## src/hw/rtl/fir_pkg.sv

```systemverilog
// Frame index ring: shared types, codes and constants.
// No dependencies; read by every other file of the block.
package fir_pkg;

  localparam int TIME_W  = 63;
  localparam int CRC_W   = 32;
  localparam int CSIZE_W = 26;
  localparam int CNT_W   = 64;
  localparam int BYTE_W  = 48;
  localparam int STAT_W  = 3;
  localparam int ACT_W   = 2;
  localparam int CAP_W   = 13;
  localparam int KFI_W   = 10;
  localparam int CIDX_W  = 2;
  localparam int REMC_W  = 6;

  localparam logic [BYTE_W-1:0] MAX_READ_BYTES = BYTE_W'(100 * 1024 * 1024);

  localparam logic [ACT_W-1:0] ACT_FRAME  = 2'd0;
  localparam logic [ACT_W-1:0] ACT_LOOKUP = 2'd1;
  localparam logic [ACT_W-1:0] ACT_RANGE  = 2'd2;

  localparam logic [STAT_W-1:0] STAT_OK      = 3'd0;
  localparam logic [STAT_W-1:0] STAT_DUP     = 3'd1;
  localparam logic [STAT_W-1:0] STAT_NOREC   = 3'd2;
  localparam logic [STAT_W-1:0] STAT_EMPTY   = 3'd3;
  localparam logic [STAT_W-1:0] STAT_BADSIZE = 3'd4;

  localparam logic [CIDX_W-1:0] REG_CAPACITY     = 2'd0;
  localparam logic [CIDX_W-1:0] REG_KEY_INTERVAL = 2'd1;

  localparam logic [3:0] OP_NONE      = 4'd0;
  localparam logic [3:0] OP_FRAME     = 4'd1;
  localparam logic [3:0] OP_PLAIN     = 4'd2;
  localparam logic [3:0] OP_SCAN_INIT = 4'd3;
  localparam logic [3:0] OP_SCAN      = 4'd4;
  localparam logic [3:0] OP_WALK_INIT = 4'd5;
  localparam logic [3:0] OP_WALK_RD   = 4'd6;
  localparam logic [3:0] OP_WALK_CHK  = 4'd7;
  localparam logic [3:0] OP_FIN_A     = 4'd8;
  localparam logic [3:0] OP_FIN_B     = 4'd9;
  localparam logic [3:0] OP_RNG_A     = 4'd10;
  localparam logic [3:0] OP_RNG_B     = 4'd11;
  localparam logic [3:0] OP_RNG_C     = 4'd12;
  localparam logic [3:0] OP_REM       = 4'd13;

  typedef struct packed {
    logic [ACT_W-1:0]   action;
    logic [TIME_W-1:0]  event_time;
    logic [CRC_W-1:0]   frame_crc;
    logic               resized;
    logic               encoded;
    logic [CSIZE_W-1:0] coded_size;
  } item_t;

  typedef struct packed {
    logic [STAT_W-1:0] status;
    logic [CNT_W-1:0]  frame_no;
    logic              key_mark;
    logic [TIME_W-1:0] time_first;
    logic [TIME_W-1:0] time_second;
    logic [BYTE_W-1:0] rd_offset;
    logic [BYTE_W-1:0] rd_length;
    logic [CNT_W-1:0]  frame_total;
    logic [CNT_W-1:0]  skipped_frames;
  } result_t;

  typedef struct packed {
    logic [CNT_W-1:0]   frame;
    logic [TIME_W-1:0]  tstamp;
    logic [BYTE_W-1:0]  offset;
    logic [CSIZE_W-1:0] size;
    logic               key;
  } entry_t;

  typedef struct packed {
    logic [3:0] op;
    logic       capture;
  } cmd_t;

  typedef struct packed {
    logic [ACT_W-1:0] action;
    logic             empty;
    logic             scan_done;
    logic             walk_hit;
    logic             rem_last;
  } stat_t;

endpackage

```

## src/hw/rtl/fir_ctrl.sv

```systemverilog
// Frame index ring: sequencing state machine.
// Depends on fir_pkg; drives commands into fir_dp and reads its status.
module fir_ctrl (
  input  logic                       clk,
  input  logic                       rst,
  input  logic                       in_valid,
  output logic                       in_ready,
  output logic                       out_valid,
  input  logic                       out_ready,
  input  logic                       cfg_valid,
  output logic                       cfg_ready,
  input  logic [fir_pkg::CIDX_W-1:0] cfg_index,
  input  fir_pkg::stat_t             stat,
  output fir_pkg::cmd_t              cmd
);

  localparam logic [3:0] S_IDLE      = 4'd0;
  localparam logic [3:0] S_DISPATCH  = 4'd1;
  localparam logic [3:0] S_SCAN      = 4'd2;
  localparam logic [3:0] S_WALK_INIT = 4'd3;
  localparam logic [3:0] S_WALK_RD   = 4'd4;
  localparam logic [3:0] S_WALK_CHK  = 4'd5;
  localparam logic [3:0] S_FIN_A     = 4'd6;
  localparam logic [3:0] S_FIN_B     = 4'd7;
  localparam logic [3:0] S_RNG_A     = 4'd8;
  localparam logic [3:0] S_RNG_B     = 4'd9;
  localparam logic [3:0] S_RNG_C     = 4'd10;
  localparam logic [3:0] S_RESULT    = 4'd11;
  localparam logic [3:0] S_REM       = 4'd12;

  logic [3:0] state, state_next;

  assign in_ready  = (state == S_IDLE) && !cfg_valid;
  assign cfg_ready = (state == S_IDLE);
  assign out_valid = (state == S_RESULT);

  always_comb begin
    state_next  = state;
    cmd.op      = fir_pkg::OP_NONE;
    cmd.capture = in_valid && in_ready;
    case (state)
      S_IDLE: begin
        if (cfg_valid && cfg_index == fir_pkg::REG_KEY_INTERVAL) state_next = S_REM;
        else if (in_valid && in_ready) state_next = S_DISPATCH;
      end
      S_DISPATCH: begin
        if (stat.action == fir_pkg::ACT_FRAME) begin
          cmd.op = fir_pkg::OP_FRAME;
          state_next = S_RESULT;
        end else if (stat.empty || !(stat.action == fir_pkg::ACT_LOOKUP ||
                                     stat.action == fir_pkg::ACT_RANGE)) begin
          cmd.op = fir_pkg::OP_PLAIN;
          state_next = S_RESULT;
        end else if (stat.action == fir_pkg::ACT_LOOKUP) begin
          cmd.op = fir_pkg::OP_SCAN_INIT;
          state_next = S_SCAN;
        end else begin
          state_next = S_RNG_A;
        end
      end
      S_SCAN: begin
        cmd.op = fir_pkg::OP_SCAN;
        if (stat.scan_done) state_next = S_WALK_INIT;
      end
      S_WALK_INIT: begin
        cmd.op = fir_pkg::OP_WALK_INIT;
        state_next = S_WALK_RD;
      end
      S_WALK_RD: begin
        cmd.op = fir_pkg::OP_WALK_RD;
        state_next = S_WALK_CHK;
      end
      S_WALK_CHK: begin
        cmd.op = fir_pkg::OP_WALK_CHK;
        state_next = stat.walk_hit ? S_FIN_A : S_WALK_RD;
      end
      S_FIN_A: begin
        cmd.op = fir_pkg::OP_FIN_A;
        state_next = S_FIN_B;
      end
      S_FIN_B: begin
        cmd.op = fir_pkg::OP_FIN_B;
        state_next = S_RESULT;
      end
      S_RNG_A: begin
        cmd.op = fir_pkg::OP_RNG_A;
        state_next = S_RNG_B;
      end
      S_RNG_B: begin
        cmd.op = fir_pkg::OP_RNG_B;
        state_next = S_RNG_C;
      end
      S_RNG_C: begin
        cmd.op = fir_pkg::OP_RNG_C;
        state_next = S_RESULT;
      end
      S_RESULT: begin
        if (out_ready) state_next = S_IDLE;
      end
      S_REM: begin
        cmd.op = fir_pkg::OP_REM;
        if (stat.rem_last) state_next = S_IDLE;
      end
      default: state_next = S_IDLE;
    endcase
  end

  always_ff @(posedge clk) begin
    if (rst) state <= S_IDLE;
    else state <= state_next;
  end

  a_accept_dispatch: assert property (@(posedge clk) disable iff (rst)
    (in_valid && in_ready) |=> state == S_DISPATCH)
    else $error("accepted transaction not dispatched");

  a_kfi_rem: assert property (@(posedge clk) disable iff (rst)
    (cfg_valid && cfg_ready && cfg_index == fir_pkg::REG_KEY_INTERVAL) |=> state == S_REM)
    else $error("interval write did not start phase recompute");

  a_no_overlap: assert property (@(posedge clk) disable iff (rst)
    !(out_valid && (in_ready || cfg_ready)))
    else $error("input open while result pending");

  a_scan_hold: assert property (@(posedge clk) disable iff (rst)
    (state == S_SCAN && !stat.scan_done) |=> state == S_SCAN)
    else $error("scan left early");

endmodule

```

## config.mk

```make
export PLATFORM = sky130hd
export DESIGN_NAME = fir_ctrl
export DESIGN_NICKNAME = d
export VERILOG_FILES = /design/src/hw/rtl/fir_pkg.sv /design/src/hw/rtl/fir_ctrl.sv
export SDC_FILE = /design/constraint.sdc
export NUM_CORES = 1
export LEC_CHECK = 0
export ABC_AREA = 0
export ABC_CLOCK_PERIOD_IN_PS = 2000
export BUFFER_PORTS_ARGS = -buffer_cell sky130_fd_sc_hd__buf_2
export CORE_AREA = 2 2 39 41
export CTS_CLUSTER_DIAMETER = 60
export DETAILED_ROUTE_END_ITERATION = 7
export DIE_AREA = 0 0 41 43
export GPL_ROUTABILITY_DRIVEN = 0
export PLACE_DENSITY = 0.68
export SLEW_MARGIN = 10
export SYNTH_ARGS = -nofsm -noshare
export SYNTH_HDL_FRONTEND = slang
export SYNTH_SLANG_ARGS = --single-unit
```

## constraint.sdc

```tcl
create_clock -name clk -period 2 [get_ports clk]
set_input_delay 0.3 -clock clk [delete_from_list [all_inputs] [get_ports clk]]
set_output_delay 0.3 -clock clk [all_outputs]
set_load 0.01 [all_outputs]
```

==> metrics.txt <==
clk sinks=4; clk slew on worst S/H paths=0.04 ns; fmax=533 MHz; Max Cap Violations=0; Mapped Area=515 um^2; CP arrival=1.58 ns; number of remaining DRC errors=0; Syn Nets=92; Tcrit/Tclk final=93.8%; Final Hold Fails=0; final wirelength=1.35 mm; Adder-Cell Fraction of Synth Area=4.85%; H-tree levels=1; Inserted Diodes=0; maximum vdd drop=0.511 mV; worst skew pair latency=0.23 ns; CP startpoint kind=flop; DR iter-0 viols=11; Die Span X=41 um; Placed Area=637 um^2; cts hold-fix bufs=0; Post-synth EDFFs=0; Max clock buf depth=2; Logic pwr share=66.5%; Least-Margin Pin Slew=0.455 ns; top flop regs=state: 4 flops; number of distinct library cells after synthesis=34; min cycle time layout=1.88 ns; Util after Layout=48.8%; Ports=21; initial antenna violation count=0; RSZ-0062 raised after global routing=no; routed vias/inst=5.47; Worst Skew=0.00198 ns; flops & latches, synth=4; DP HPWL=1.04 mm; ys flop type=dfxtp_1; nets@finish=115; total CTS buffers=3; DR vias=624; Global Route Usage Sum=17.4%; post-synth top area cell=dfxtp_1; yosys warns=0; GRT overflow=0; Syn Inst Count=77; Cell Pwr Density=1360 nW/um^2; Synth area leaders=dfxtp_1 (16%), nor2_1 (7.3%), nor2b_1 (6.1%), o21ai_0 (5.8%), a21oi_1 (4.9%); part of the power in registers=22.6%; Initial DRT Pass Iterations=4; most frequent cells after synthesis=nor2_1 (10), o21ai_0 (6), a21oi_1 (5), nand2_1 (5), nor2b_1 (5); # rows=14; Synth Area in Compound Gates=30.6%; sw power=0.000429 W; Avg WL per Cell=11.8 um; cell with the most instances after synthesis=nor2_1; sw frac=46.7%; max-slew violation count=0; Final setup viols=0; largest net degree at the start of global routing=15; setup bufs post-CTS=0; Critical Path Sink Type=primary output; share of cells above drive strength 1=33.7%; multiplexer share of the synthesized area=0%; number of flip-flops in the largest register=4; Die ar.=1760 um^2; Pwr Total=0.000919 W; Slew headroom=68.9%; Post-synth ARST share=0%; first-pass GRT wire length=2.20 mm; CTS Root Cell=clkbuf_4; syn avg cell area=6.69 um^2; power share of the clock group=10.9%; CTS tree=done; Top reg by flops=state; Post-DRT Antenna Nets=0; Die Height=43 um; Starting Density=37.3%; hold crit path type=input pin to flop; register area share after synthesis=15.5%; cell area after layout=676 um^2; core area=1380 um^2; area grow syn2layout=31.1%; largest family of logic cells by synthesized area=simple AND/OR/NAND/NOR gates; worst endpoint required time=1.70 ns; vias in the first global route=536; top-area cell type share of the netlist area=15.5%; crit path max fanout=14; Lkg Pwr=0.318 nW; Int Pwr=0.000490 W; crit path kind=flop to primary output; status=complete, no violations; Synth Area in XOR/XNOR=0%; I/O Buffers=20; simple-gate share of the synthesized area=39.1%
## timing repair
action                                  in CTS  in global routing
gates cloned                                 0                  0
endpoints found under the setup margin       1                  1
resized for setup                            1                  4
## power by group through the flow
stage / clock network, W / logic [W] / registers, W
2_1_floorplan: 0 / 0.000488 / 0.000132
3_3_place_gp: 0 / 0.000587 / 0.000201
3_5_place_dp: 0 / 0.000594 / 0.000201
4_1_cts: 0.000104 / 0.000600 / 0.000201
5_1_grt: 0.000106 / 0.000685 / 0.000220
6_report: 0.000100 / 0.000612 / 0.000208
## through the flow
step | setup slack, ns | cells | TNS [ns] | hold WS, ns
final | 0.124 | 114 | 0 | 0.299
after global routing | 0.0199 | 114 | 0 | 0.312
after CTS | 0.0157 | 114 | 0 | 0.287
after detailed placement | -0.0234 | 111 | -0.0234 | 0.544
after global placement | 0.0459 | 111 | 0 | 0.542
after floorplan | 0.216 | 77 | 0 | 0.369
## cell type report
type,instances,area [um^2]
multi-input combinational,62,400
inverter,4,15.0
sequential,4,80.1
timing repair buffer,25,138
tap,16,20.0
fill,149,708
clock buffer,3,22.5
## placed cells by master (no fill, tap or decap), types with 2 or more instances in the layout
master,n
clkbuf_4,3
buf_2,20
buf_4,5
o21ai_0,6
nor3_1,2
nand2b_1,3
nand2_1,5
dfxtp_1,4
nor2_1,10
a31oi_1,3
nand4b_1,2
nor2b_1,4
a21oi_1,5
inv_1,4
ha_1,2
## worst paths after layout
check	slack, ns	startpoint	end	depth (start not counted)
worst max register to register	0.38	state[1]	state[0]	4
worst max-delay path	0.12	state[1]	cmd[0]	4
worst min-delay path	0.30	rst	state[3]	2
worst min register to register	0.66	state[0]	state[3]	2
## kinds of logic after synthesis
kind of cell / after synthesis
AND/OR/NAND/NOR: 36
AO/OA/AOI/OAI: 24
buffers and inverters: 11
flip-flops: 4
adder cells (fa/ha/maj): 2
## metal layers
| metal | part of all wire [%] | global-route usage (%) | up-vias |
|---|---|---|---|
| met1 | 46 | 24.6 | 282 |
| met3 | 6.5 | 1.57 | 0 |
| met2 | 47 | 26.6 | 20 |
| li1 | - | - | 322 |
| met5 | 0 | 0 | - |
| met4 | 0 | 6.00 | 0 |
## critical path: stages (launching register included)
cell and delay [ns]:
dfxtp_1 0.44, or4_4 0.56, inv_1 0.08, and3_1 0.14
buf_2 0.12
No activity file was read; power rests on OpenSTA's default activity.
